$ cat src/rtl/phntc_pkg.sv
// Package for the package header and name-table checker.
// Holds the transaction types, status codes, register indexes and header constants.
// No dependencies.
package phntc_pkg;

   localparam int CSR_INDEX_WIDTH = 2;
   localparam int CSR_DATA_WIDTH  = 32;

   localparam logic [CSR_INDEX_WIDTH-1:0] CSR_SIGNATURE = 2'd0;
   localparam logic [CSR_INDEX_WIDTH-1:0] CSR_VERSION   = 2'd1;
   localparam logic [CSR_INDEX_WIDTH-1:0] CSR_MAX_NAME  = 2'd2;

   localparam logic [31:0] SIGNATURE_RESET = 32'h9E2A_83C1;
   localparam logic [15:0] VERSION_RESET   = 16'd68;
   localparam logic [12:0] NAME_LIMIT      = 13'd4096;

   localparam logic [31:0] HEADER_BYTES    = 32'd36;
   localparam logic [31:0] POSITION_MAX    = 32'hFFFF_FFFF;

   typedef enum logic [3:0] {
      ST_OK              = 4'd0,
      ST_SHORT_HEADER    = 4'd1,
      ST_SIGNATURE       = 4'd2,
      ST_VERSION         = 4'd3,
      ST_OFFSET_PAST_END = 4'd4,
      ST_NAME_IN_HEADER  = 4'd5,
      ST_BAD_LENGTH      = 4'd6,
      ST_NO_TERMINATOR   = 4'd7,
      ST_TRUNCATED       = 4'd8,
      ST_EMPTY_FIRST     = 4'd9
   } status_type;

   typedef struct packed {
      logic [7:0] data_byte;
      logic       last_byte;
   } req_type;

   typedef struct packed {
      logic        ok;
      logic [3:0]  status;
      logic [15:0] version;
      logic [31:0] name_count;
      logic [31:0] names_parsed;
      logic [31:0] export_count;
      logic [31:0] import_count;
      logic [31:0] byte_count;
      logic [11:0] first_name_length;
   } rsp_type;

   // Parser state captured on the last byte of a file
   typedef struct packed {
      logic [31:0] byte_count;
      logic [31:0] signature;
      logic [15:0] version;
      logic [31:0] name_count;
      logic [31:0] name_offset;
      logic [31:0] export_count;
      logic [31:0] export_offset;
      logic [31:0] import_count;
      logic [31:0] import_offset;
      status_type  error_code;
      logic        table_done;
      logic [31:0] names_parsed;
      logic [11:0] first_length;
   } snap_type;

endpackage

$ cat src/rtl/phntc_parser.sv
// Byte-wise parser: header fields, skip to the name table, then the table walk.
// Captures a snapshot of the parse on the last byte of each file.
// Depends on phntc_pkg.
module phntc_parser (
   input  logic               clock,
   input  logic               reset,
   input  logic               in_valid,
   input  phntc_pkg::req_type in_data,
   input  logic [12:0]        max_name_length,
   input  logic               out_free,
   output logic               in_fire,
   output logic               snap_valid,
   output phntc_pkg::snap_type snap
);
   import phntc_pkg::*;

   typedef enum logic [5:0] {
      PH_HEADER = 6'b000001,
      PH_SKIP   = 6'b000010,
      PH_INDEX  = 6'b000100,
      PH_NAME   = 6'b001000,
      PH_FLAGS  = 6'b010000,
      PH_DONE   = 6'b100000
   } phase_type;

   phase_type   phase_ff, phase_in;
   logic [31:0] pos_ff, pos_in;
   logic [31:0] acc_ff, acc_in;
   logic [31:0] sig_ff, sig_in;
   logic [15:0] ver_ff, ver_in;
   logic [31:0] name_count_ff, name_count_in;
   logic [31:0] name_off_ff, name_off_in;
   logic [31:0] exp_count_ff, exp_count_in;
   logic [31:0] exp_off_ff, exp_off_in;
   logic [31:0] imp_count_ff, imp_count_in;
   logic [31:0] imp_off_ff, imp_off_in;
   logic [2:0]  step_ff, step_in;
   logic        neg_ff, neg_in;
   logic [12:0] name_left_ff, name_left_in;
   logic [2:0]  flags_left_ff, flags_left_in;
   logic [31:0] parsed_ff, parsed_in;
   logic [11:0] first_ff, first_in;
   status_type  err_ff, err_in;
   logic        snap_valid_ff;
   snap_type    snap_ff;

   logic        snap_free;
   logic [7:0]  b;
   logic [2:0]  step_cur;
   logic [31:0] acc_new;
   logic        more;
   logic        neg_cur;
   logic [12:0] limit;
   logic [31:0] full_word;
   snap_type    snap_build;

   assign b         = in_data.data_byte;
   assign snap_free = !snap_valid_ff || out_free;
   // a last byte waits until the snapshot slot is free
   assign in_fire   = in_valid && (!in_data.last_byte || snap_free);
   assign limit     = (max_name_length > NAME_LIMIT) ? NAME_LIMIT : max_name_length;
   assign full_word = {b, acc_ff[23:0]};

   always_comb begin
      phase_in      = phase_ff;
      pos_in        = pos_ff;
      acc_in        = acc_ff;
      sig_in        = sig_ff;
      ver_in        = ver_ff;
      name_count_in = name_count_ff;
      name_off_in   = name_off_ff;
      exp_count_in  = exp_count_ff;
      exp_off_in    = exp_off_ff;
      imp_count_in  = imp_count_ff;
      imp_off_in    = imp_off_ff;
      step_in       = step_ff;
      neg_in        = neg_ff;
      name_left_in  = name_left_ff;
      flags_left_in = flags_left_ff;
      parsed_in     = parsed_ff;
      first_in      = first_ff;
      err_in        = err_ff;
      step_cur      = step_ff;
      acc_new       = acc_ff;
      more          = 1'b0;
      neg_cur       = neg_ff;
      if (in_fire) begin
         pos_in = (pos_ff == POSITION_MAX) ? pos_ff : pos_ff + 32'd1;
         case (phase_ff)
            PH_HEADER: begin
               case (pos_ff[1:0])
                  2'd0: acc_in = {24'd0, b};
                  2'd1: acc_in = acc_ff | {16'd0, b, 8'd0};
                  2'd2: acc_in = acc_ff | {8'd0, b, 16'd0};
                  default: begin
                     acc_in = full_word;
                     case (pos_ff[5:2])
                        4'd0: sig_in        = full_word;
                        4'd1: ver_in        = full_word[15:0];
                        4'd3: name_count_in = full_word;
                        4'd4: name_off_in   = full_word;
                        4'd5: exp_count_in  = full_word;
                        4'd6: exp_off_in    = full_word;
                        4'd7: imp_count_in  = full_word;
                        4'd8: imp_off_in    = full_word;
                        default: ;
                     endcase
                  end
               endcase
               if (pos_ff == HEADER_BYTES - 32'd1) begin
                  acc_in = '0;
                  if (name_off_ff < HEADER_BYTES || name_count_ff == 32'd0) begin
                     phase_in = PH_DONE;
                  end else begin
                     phase_in = PH_SKIP;
                  end
               end
            end
            PH_SKIP, PH_INDEX: begin
               // the byte at the name offset is already the first index byte
               if (phase_ff == PH_INDEX || pos_ff == name_off_ff) begin
                  step_cur = (phase_ff == PH_SKIP) ? 3'd0 : step_ff;
                  case (step_cur)
                     3'd0: begin
                        neg_cur = b[7];
                        acc_new = {26'd0, b[5:0]};
                        more    = b[6];
                     end
                     3'd1: begin
                        acc_new = acc_ff | {19'd0, b[6:0], 6'd0};
                        more    = b[7];
                     end
                     3'd2: begin
                        acc_new = acc_ff | {12'd0, b[6:0], 13'd0};
                        more    = b[7];
                     end
                     3'd3: begin
                        acc_new = acc_ff | {5'd0, b[6:0], 20'd0};
                        more    = b[7];
                     end
                     default: begin
                        acc_new = acc_ff | {b[4:0], 27'd0};
                        more    = b[7];
                     end
                  endcase
                  neg_in = neg_cur;
                  acc_in = acc_new;
                  if (!more) begin
                     step_in = 3'd0;
                     if (neg_cur || acc_new == 32'd0 || acc_new[31:13] != 19'd0 ||
                         acc_new[12:0] > limit) begin
                        err_in   = ST_BAD_LENGTH;
                        phase_in = PH_DONE;
                     end else begin
                        name_left_in = acc_new[12:0];
                        if (parsed_ff == 32'd0) begin
                           first_in = acc_new[11:0] - 12'd1;
                        end
                        phase_in = PH_NAME;
                     end
                  end else if (step_cur == 3'd4) begin
                     // index still running after five bytes
                     step_in  = 3'd0;
                     err_in   = ST_BAD_LENGTH;
                     phase_in = PH_DONE;
                  end else begin
                     step_in  = step_cur + 3'd1;
                     phase_in = PH_INDEX;
                  end
               end
            end
            PH_NAME: begin
               name_left_in = name_left_ff - 13'd1;
               if (name_left_ff == 13'd1) begin
                  if (b != 8'd0) begin
                     err_in   = ST_NO_TERMINATOR;
                     phase_in = PH_DONE;
                  end else begin
                     flags_left_in = 3'd4;
                     phase_in      = PH_FLAGS;
                  end
               end
            end
            PH_FLAGS: begin
               flags_left_in = flags_left_ff - 3'd1;
               if (flags_left_ff == 3'd1) begin
                  parsed_in = parsed_ff + 32'd1;
                  step_in   = 3'd0;
                  phase_in  = (parsed_ff + 32'd1 == name_count_ff) ? PH_DONE : PH_INDEX;
               end
            end
            PH_DONE: ;
            default: phase_in = PH_DONE;
         endcase
      end
   end

   always_comb begin
      snap_build.byte_count    = pos_in;
      snap_build.signature     = sig_in;
      snap_build.version       = ver_in;
      snap_build.name_count    = name_count_in;
      snap_build.name_offset   = name_off_in;
      snap_build.export_count  = exp_count_in;
      snap_build.export_offset = exp_off_in;
      snap_build.import_count  = imp_count_in;
      snap_build.import_offset = imp_off_in;
      snap_build.error_code    = err_in;
      snap_build.table_done    = (phase_in == PH_DONE);
      snap_build.names_parsed  = parsed_in;
      snap_build.first_length  = first_in;
   end

   always_ff @(posedge clock) begin
      // the last byte of a file returns the parser to its reset state
      if (reset || (in_fire && in_data.last_byte)) begin
         phase_ff      <= PH_HEADER;
         pos_ff        <= '0;
         acc_ff        <= '0;
         sig_ff        <= '0;
         ver_ff        <= '0;
         name_count_ff <= '0;
         name_off_ff   <= '0;
         exp_count_ff  <= '0;
         exp_off_ff    <= '0;
         imp_count_ff  <= '0;
         imp_off_ff    <= '0;
         step_ff       <= '0;
         neg_ff        <= 1'b0;
         name_left_ff  <= '0;
         flags_left_ff <= '0;
         parsed_ff     <= '0;
         first_ff      <= '0;
         err_ff        <= ST_OK;
      end else begin
         phase_ff      <= phase_in;
         pos_ff        <= pos_in;
         acc_ff        <= acc_in;
         sig_ff        <= sig_in;
         ver_ff        <= ver_in;
         name_count_ff <= name_count_in;
         name_off_ff   <= name_off_in;
         exp_count_ff  <= exp_count_in;
         exp_off_ff    <= exp_off_in;
         imp_count_ff  <= imp_count_in;
         imp_off_ff    <= imp_off_in;
         step_ff       <= step_in;
         neg_ff        <= neg_in;
         name_left_ff  <= name_left_in;
         flags_left_ff <= flags_left_in;
         parsed_ff     <= parsed_in;
         first_ff      <= first_in;
         err_ff        <= err_in;
      end
   end

   always_ff @(posedge clock) begin
      if (reset) begin
         snap_valid_ff <= 1'b0;
      end else if (in_fire && in_data.last_byte) begin
         snap_valid_ff <= 1'b1;
      end else if (out_free) begin
         snap_valid_ff <= 1'b0;
      end
   end

   always_ff @(posedge clock) begin
      if (in_fire && in_data.last_byte) begin
         snap_ff <= snap_build;
      end
   end

   assign snap_valid = snap_valid_ff;
   assign snap       = snap_ff;

endmodule

$ cat src/rtl/phntc_verdict.sv
// Verdict logic: turns a parse snapshot and the expected header values into a result.
// Checks are ranked so that the first one met decides the status.
// Depends on phntc_pkg.
module phntc_verdict (
   input  phntc_pkg::snap_type snap,
   input  logic [31:0]         expected_signature,
   input  logic [15:0]         expected_version,
   output phntc_pkg::rsp_type  result
);
   import phntc_pkg::*;

   status_type status;
   logic       parsed_any;

   assign parsed_any = (snap.names_parsed != 32'd0);

   always_comb begin
      if (snap.byte_count < HEADER_BYTES) begin
         status = ST_SHORT_HEADER;
      end else if (snap.signature != expected_signature) begin
         status = ST_SIGNATURE;
      end else if (snap.version != expected_version) begin
         status = ST_VERSION;
      end else if (snap.name_offset > snap.byte_count || snap.export_offset > snap.byte_count ||
                   snap.import_offset > snap.byte_count) begin
         status = ST_OFFSET_PAST_END;
      end else if (snap.name_offset < HEADER_BYTES) begin
         status = ST_NAME_IN_HEADER;
      end else if (snap.error_code != ST_OK) begin
         status = snap.error_code;
      end else if (!snap.table_done) begin
         status = ST_TRUNCATED;
      end else if (!parsed_any || snap.first_length == 12'd0) begin
         status = ST_EMPTY_FIRST;
      end else begin
         status = ST_OK;
      end
   end

   always_comb begin
      result.ok                = (status == ST_OK);
      result.status            = status;
      result.version           = snap.version;
      result.name_count        = snap.name_count;
      result.names_parsed      = snap.names_parsed;
      result.export_count      = snap.export_count;
      result.import_count      = snap.import_count;
      result.byte_count        = snap.byte_count;
      result.first_name_length = parsed_any ? snap.first_length : 12'd0;
   end

endmodule

$ cat src/rtl/package_header_name_table_checker_top.sv
// After the last byte is accepted, its result passes the input, parse snapshot and
// result registers. Throughput: one byte per cycle, set by the single-byte parse step,
// while no last byte waits for the snapshot slot. Synchronous active-high reset clears
// the parser, the queued result and restores the register defaults; a file's last byte
// also returns the parser to its reset state, so the next byte starts a new file.
module package_header_name_table_checker_top (
   input  logic                                 clock,
   input  logic                                 reset,
   input  logic                                 req_valid,
   output logic                                 req_stall,
   input  phntc_pkg::req_type                   req_data,
   output logic                                 rsp_valid,
   input  logic                                 rsp_stall,
   output phntc_pkg::rsp_type                   rsp_data,
   input  logic                                 csr_valid,
   output logic                                 csr_ready,
   input  logic [phntc_pkg::CSR_INDEX_WIDTH-1:0] csr_index,
   input  logic [phntc_pkg::CSR_DATA_WIDTH-1:0]  csr_data
);
   import phntc_pkg::*;

   logic [31:0] sig_cfg_ff;
   logic [15:0] ver_cfg_ff;
   logic [12:0] max_cfg_ff;

   logic        in_valid_ff;
   req_type     in_data_ff;
   logic        in_fire;

   logic        snap_valid;
   snap_type    snap;
   rsp_type     verdict;

   logic        rsp_valid_ff;
   rsp_type     rsp_data_ff;
   logic        out_free;

   assign csr_ready = 1'b1;

   always_ff @(posedge clock) begin
      if (reset) begin
         sig_cfg_ff <= SIGNATURE_RESET;
         ver_cfg_ff <= VERSION_RESET;
         max_cfg_ff <= NAME_LIMIT;
      end else if (csr_valid && csr_ready) begin
         case (csr_index)
            CSR_SIGNATURE: sig_cfg_ff <= csr_data;
            CSR_VERSION:   ver_cfg_ff <= csr_data[15:0];
            CSR_MAX_NAME:  max_cfg_ff <= csr_data[12:0];
            default: ;
         endcase
      end
   end

   // hold the input transaction while the parser cannot take it
   assign req_stall = in_valid_ff && !in_fire;

   always_ff @(posedge clock) begin
      if (reset) begin
         in_valid_ff <= 1'b0;
      end else if (!req_stall) begin
         in_valid_ff <= req_valid;
      end
   end

   always_ff @(posedge clock) begin
      if (req_valid && !req_stall) begin
         in_data_ff <= req_data;
      end
   end

   assign out_free = !rsp_valid_ff || !rsp_stall;

   phntc_parser u_parser (
      .clock           (clock),
      .reset           (reset),
      .in_valid        (in_valid_ff),
      .in_data         (in_data_ff),
      .max_name_length (max_cfg_ff),
      .out_free        (out_free),
      .in_fire         (in_fire),
      .snap_valid      (snap_valid),
      .snap            (snap)
   );

   phntc_verdict u_verdict (
      .snap               (snap),
      .expected_signature (sig_cfg_ff),
      .expected_version   (ver_cfg_ff),
      .result             (verdict)
   );

   always_ff @(posedge clock) begin
      if (reset) begin
         rsp_valid_ff <= 1'b0;
      end else if (out_free) begin
         rsp_valid_ff <= snap_valid;
      end
   end

   always_ff @(posedge clock) begin
      if (out_free && snap_valid) begin
         rsp_data_ff <= verdict;
      end
   end

   assign rsp_valid = rsp_valid_ff;
   assign rsp_data  = rsp_data_ff;

endmodule

$ cat config.mk
export PLATFORM = sky130hd
export DESIGN_NAME = package_header_name_table_checker_top
export DESIGN_NICKNAME = d
export VERILOG_FILES = /design/src/rtl/phntc_pkg.sv /design/src/rtl/phntc_parser.sv /design/src/rtl/phntc_verdict.sv /design/src/rtl/package_header_name_table_checker_top.sv
export SDC_FILE = /design/constraint.sdc
export NUM_CORES = 2
export LEC_CHECK = 0
export BUFFER_PORTS_ARGS = -buffer_cell sky130_fd_sc_hd__buf_4
export CELL_PAD_IN_SITES_DETAIL_PLACEMENT = 0
export CELL_PAD_IN_SITES_GLOBAL_PLACEMENT = 1
export CORE_UTILIZATION = 53
export CTS_CLUSTER_DIAMETER = 80
export DETAILED_ROUTE_END_ITERATION = 10
export GPL_TIMING_DRIVEN = 1
export HOLD_SLACK_MARGIN = 0.05
export PLACE_DENSITY = 0.86
export SLEW_MARGIN = 10
export SYNTH_ARGS = -nofsm -noshare
export SYNTH_HDL_FRONTEND = slang
export SYNTH_SLANG_ARGS = --single-unit
$ cat constraint.sdc
create_clock -name clock -period 45.5 [get_ports clock]
set_input_delay 11.375 -clock clock [delete_from_list [all_inputs] [get_ports clock]]
set_output_delay 11.375 -clock clock [all_outputs]
set_load 0.01 [all_outputs]
==> impl_results.md <==
- Status: completed
- Overall power: 0.00180 W
- Final Setup Violations: 0
- Gpl congestion: slightly above 0.9
- H-tree lvl count: 3
- Nets@finish: between 3000 and 4000
- Initial Util: 53.8%
- HP Class: reg -> reg
- Post-Synthesis Net Count: about 3500
- Cts hold-fix bufs: 0
- Initial antenna violation count: 3
- Layout cells sized above 1: roughly 18%
- Vias: ~27000
- Post-route ant nets: 0
- Initial DRT Pass Iterations: 6
- Commonest non-fill, non-tap cells in the layout: edfxtp_1 (523), dfxtp_1 (442), and2_1 (334)
- Site Rows: 100
- Worst path arrival time: 12.00 ns
- R2r endpoint: u_parser.snap[11]
- Comb pwr share: between 3 and 4%
- Area grow syn2layout: 14.1%
- EDFF count, synth: about 520
- Main synth FF type: edfxtp_1
- Most common cell after layout, fill and taps aside: edfxtp_1
- Synth unique cells: 80
- Tot GR Track Use: a little over a quarter
- Clk root buf: clkbuf_16
- Setup bufs post-CTS: 0
- Largest net degree at the start of global routing: between 150 and 200
- Slew margin rel.: roughly 15%
- Clock sink total: a little under 1000
- R2r setup slk: roughly 38 ns
- Clk Latency, worst-skew pair: ~0.67 ns
- Max FFs per register: about 320
- DRC errors left: 0
- Fmax: ~43 MHz
- Area after DPL: roughly 43000 um2
- WL per Instance: about 23 um
- First-pass GRT wire length: between 150 and 200 mm
- Reg2reg start: u_parser.phase_ff[2]
- Seq/Total Area, Yosys: roughly three fifths
- Die Width: ~280 um
- Measured slew at the worst slew-check pin: 1.27 ns
- Final instance area: between 40000 and 50000 um2
- Peak VDD IR: 0.0000254 V
- Crit-path max cell delay: approximately 0.22 ns
- GRT overflow: 0
- Chip height: about 280 um
- Tmin final: approximately 23 ns
- Reg2reg path depth: 18
- Sw Ratio: between 20% and 30%
- DR vias/cell: roughly 5.8
- Worst path slowest cell: nor2_1
- Async set-reset flop share out of synthesis: 0%
- Core area: ~75000 um2
- # port buffers: 242
- Synth Register Bits: between 900 and 1000
- Top Ports: ~240
- Hold Path Cell Cnt: 0
- Unrepaired setup endpoints after global routing: no
- Sequential power share: 52.6%
- Setup CP Type: in -> out
- Longest Clk Path Bufs: 3
- Tcrit/Tclk final: approximately 51%
- Startpoint Class: input port
- Total CTS buffers: 96
- Worst-path clk slew: 0.06 ns
- WP data required: 34.12 ns
- Leakage: 17.6 nW
- Hold Path End: rsp_data[168]
- Final core area utilization: between 60% and 70%
- DRT Wirelength: between 100 and 150 mm
- Max cap viols: 0
- CP cell instances: buf_4 -> nand3_1 -> nor2_1 -> buf_4
- Post-synthesis area per instance: ~12 um2
- Cell repeated most along the worst path: buf_4
- DPL Wire Length: roughly 70 mm
- Post-Syn Area: just over 40000 um2
- Clock power share: a little over two fifths
- Post-route setup TNS: 0 ns
- Crit-path max FO: 4
- Post-CTS Resized: 0
- Pwr per Cell Area: 39.3 nW/um2
- CTS tree: built
- NetSw: around 0.00041 W
- Crit path launch: rsp_stall
- Int Power: between 0.001 and 0.0015 W
- Worst Hold Launch: u_parser.snap[237]
- Slew Viols, Final: 0
- Setup crit end kind: output pin
- Yosys warning count: 0
- Full die area: between 70000 and 80000 um2
- Fin Clk Skew: between 0.02 and 0.025 ns
- Syn Inst Count: between 3000 and 4000
- Vias in the first global route: 26061
- Drt first-iter violations: 2488
- Endpoints failing hold: 0
-- power groups by stage --
stage               Combinational (W)  Sequential, W  Clock (W)
finish                      0.0000657       0.000948   0.000790
global route                0.0000713       0.000948   0.000834
CTS                         0.0000655       0.000948   0.000801
detailed placement          0.0000651       0.000966          0
global placement            0.0000631       0.000966          0
floorplan                   0.0000404       0.000961          0
-- metal layers --
metal	up-vias	GRT usage (%)	routed length, um
li1	12297	-	-
met2	878	43.2	48700
met5	-	0	0
met1	13179	38.1	47000
met3	150	4.09	6820
met4	0	7.37	2360
-- Yosys cell counts (all sizes together) (64+ instances only) --
master / number / share of area (%)
ha: 126 / 3.9
xor2: 126 / 2.7
inv: 83 / 0.77
xnor2: 75 / 1.6
nor2: 141 / 1.3
nand2: 282 / 2.6
dfxtp: 442 / 22
edfxtp: 523 / 39
clkbuf: 175 / 1.6
nand4: 64 / 1.0
mux2: 217 / 6.2
nor4: 95 / 1.6
a21oi: 135 / 1.7
o21ai: 96 / 1.2
and2: 335 / 5.2
-- through the flow --
step                      worst slack, ns  hold slack, ns  instances
final                               22.13           0.409       4580
after global routing                22.02           0.424       4578
after CTS                           22.13           0.416       4578
after detailed placement            22.14           0.405       4398
after global placement              22.14           0.404       4398
after floorplan                     19.18           0.400       3353
-- critical path, delay by kind of cell --
kind                   cells  cell delay [ns]
buffers and inverters      2             0.27
AND/OR/NAND/NOR            2             0.35
-- layout make-up --
cell class / count / area (um2)
fill: 5909 / 28900
sequential: 965 / 24600
multi-input combinational: 2110 / 14600
clock buffer: 136 / 2700
timing repair buffer: 271 / 2050
tap: 969 / 1210
clock inverter: 44 / 464
inverter: 83 / 312
antenna: 2 / 5.00
-- cells by family (layout without fill, tap and decap cells) --
logic type	after synthesis	count (layout)	share of synthesized area, %
XOR/XNOR	201	201	4.38
buffers and inverters	278	534	2.70
multiplexers	229	229	6.46
AO/OA/AOI/OAI	400	400	6.20
AND/OR/NAND/NOR	1153	1153	15.3
other	1	3	0.00932
flip-flops	965	965	61.0
adder cells (fa/ha/maj)	126	126	3.92
-- worst max path at each step --
stage                       end  slack [ns]  depth (start not counted)
CTS                   req_stall       22.13                          4
global placement      req_stall       22.14                          4
detailed placement    req_stall       22.14                          4
global route          req_stall       22.02                          4
finish                req_stall       22.13                          4
floorplan           rsp_data[0]       19.18                          1
Note: power is estimated with default switching activity, not from simulation.
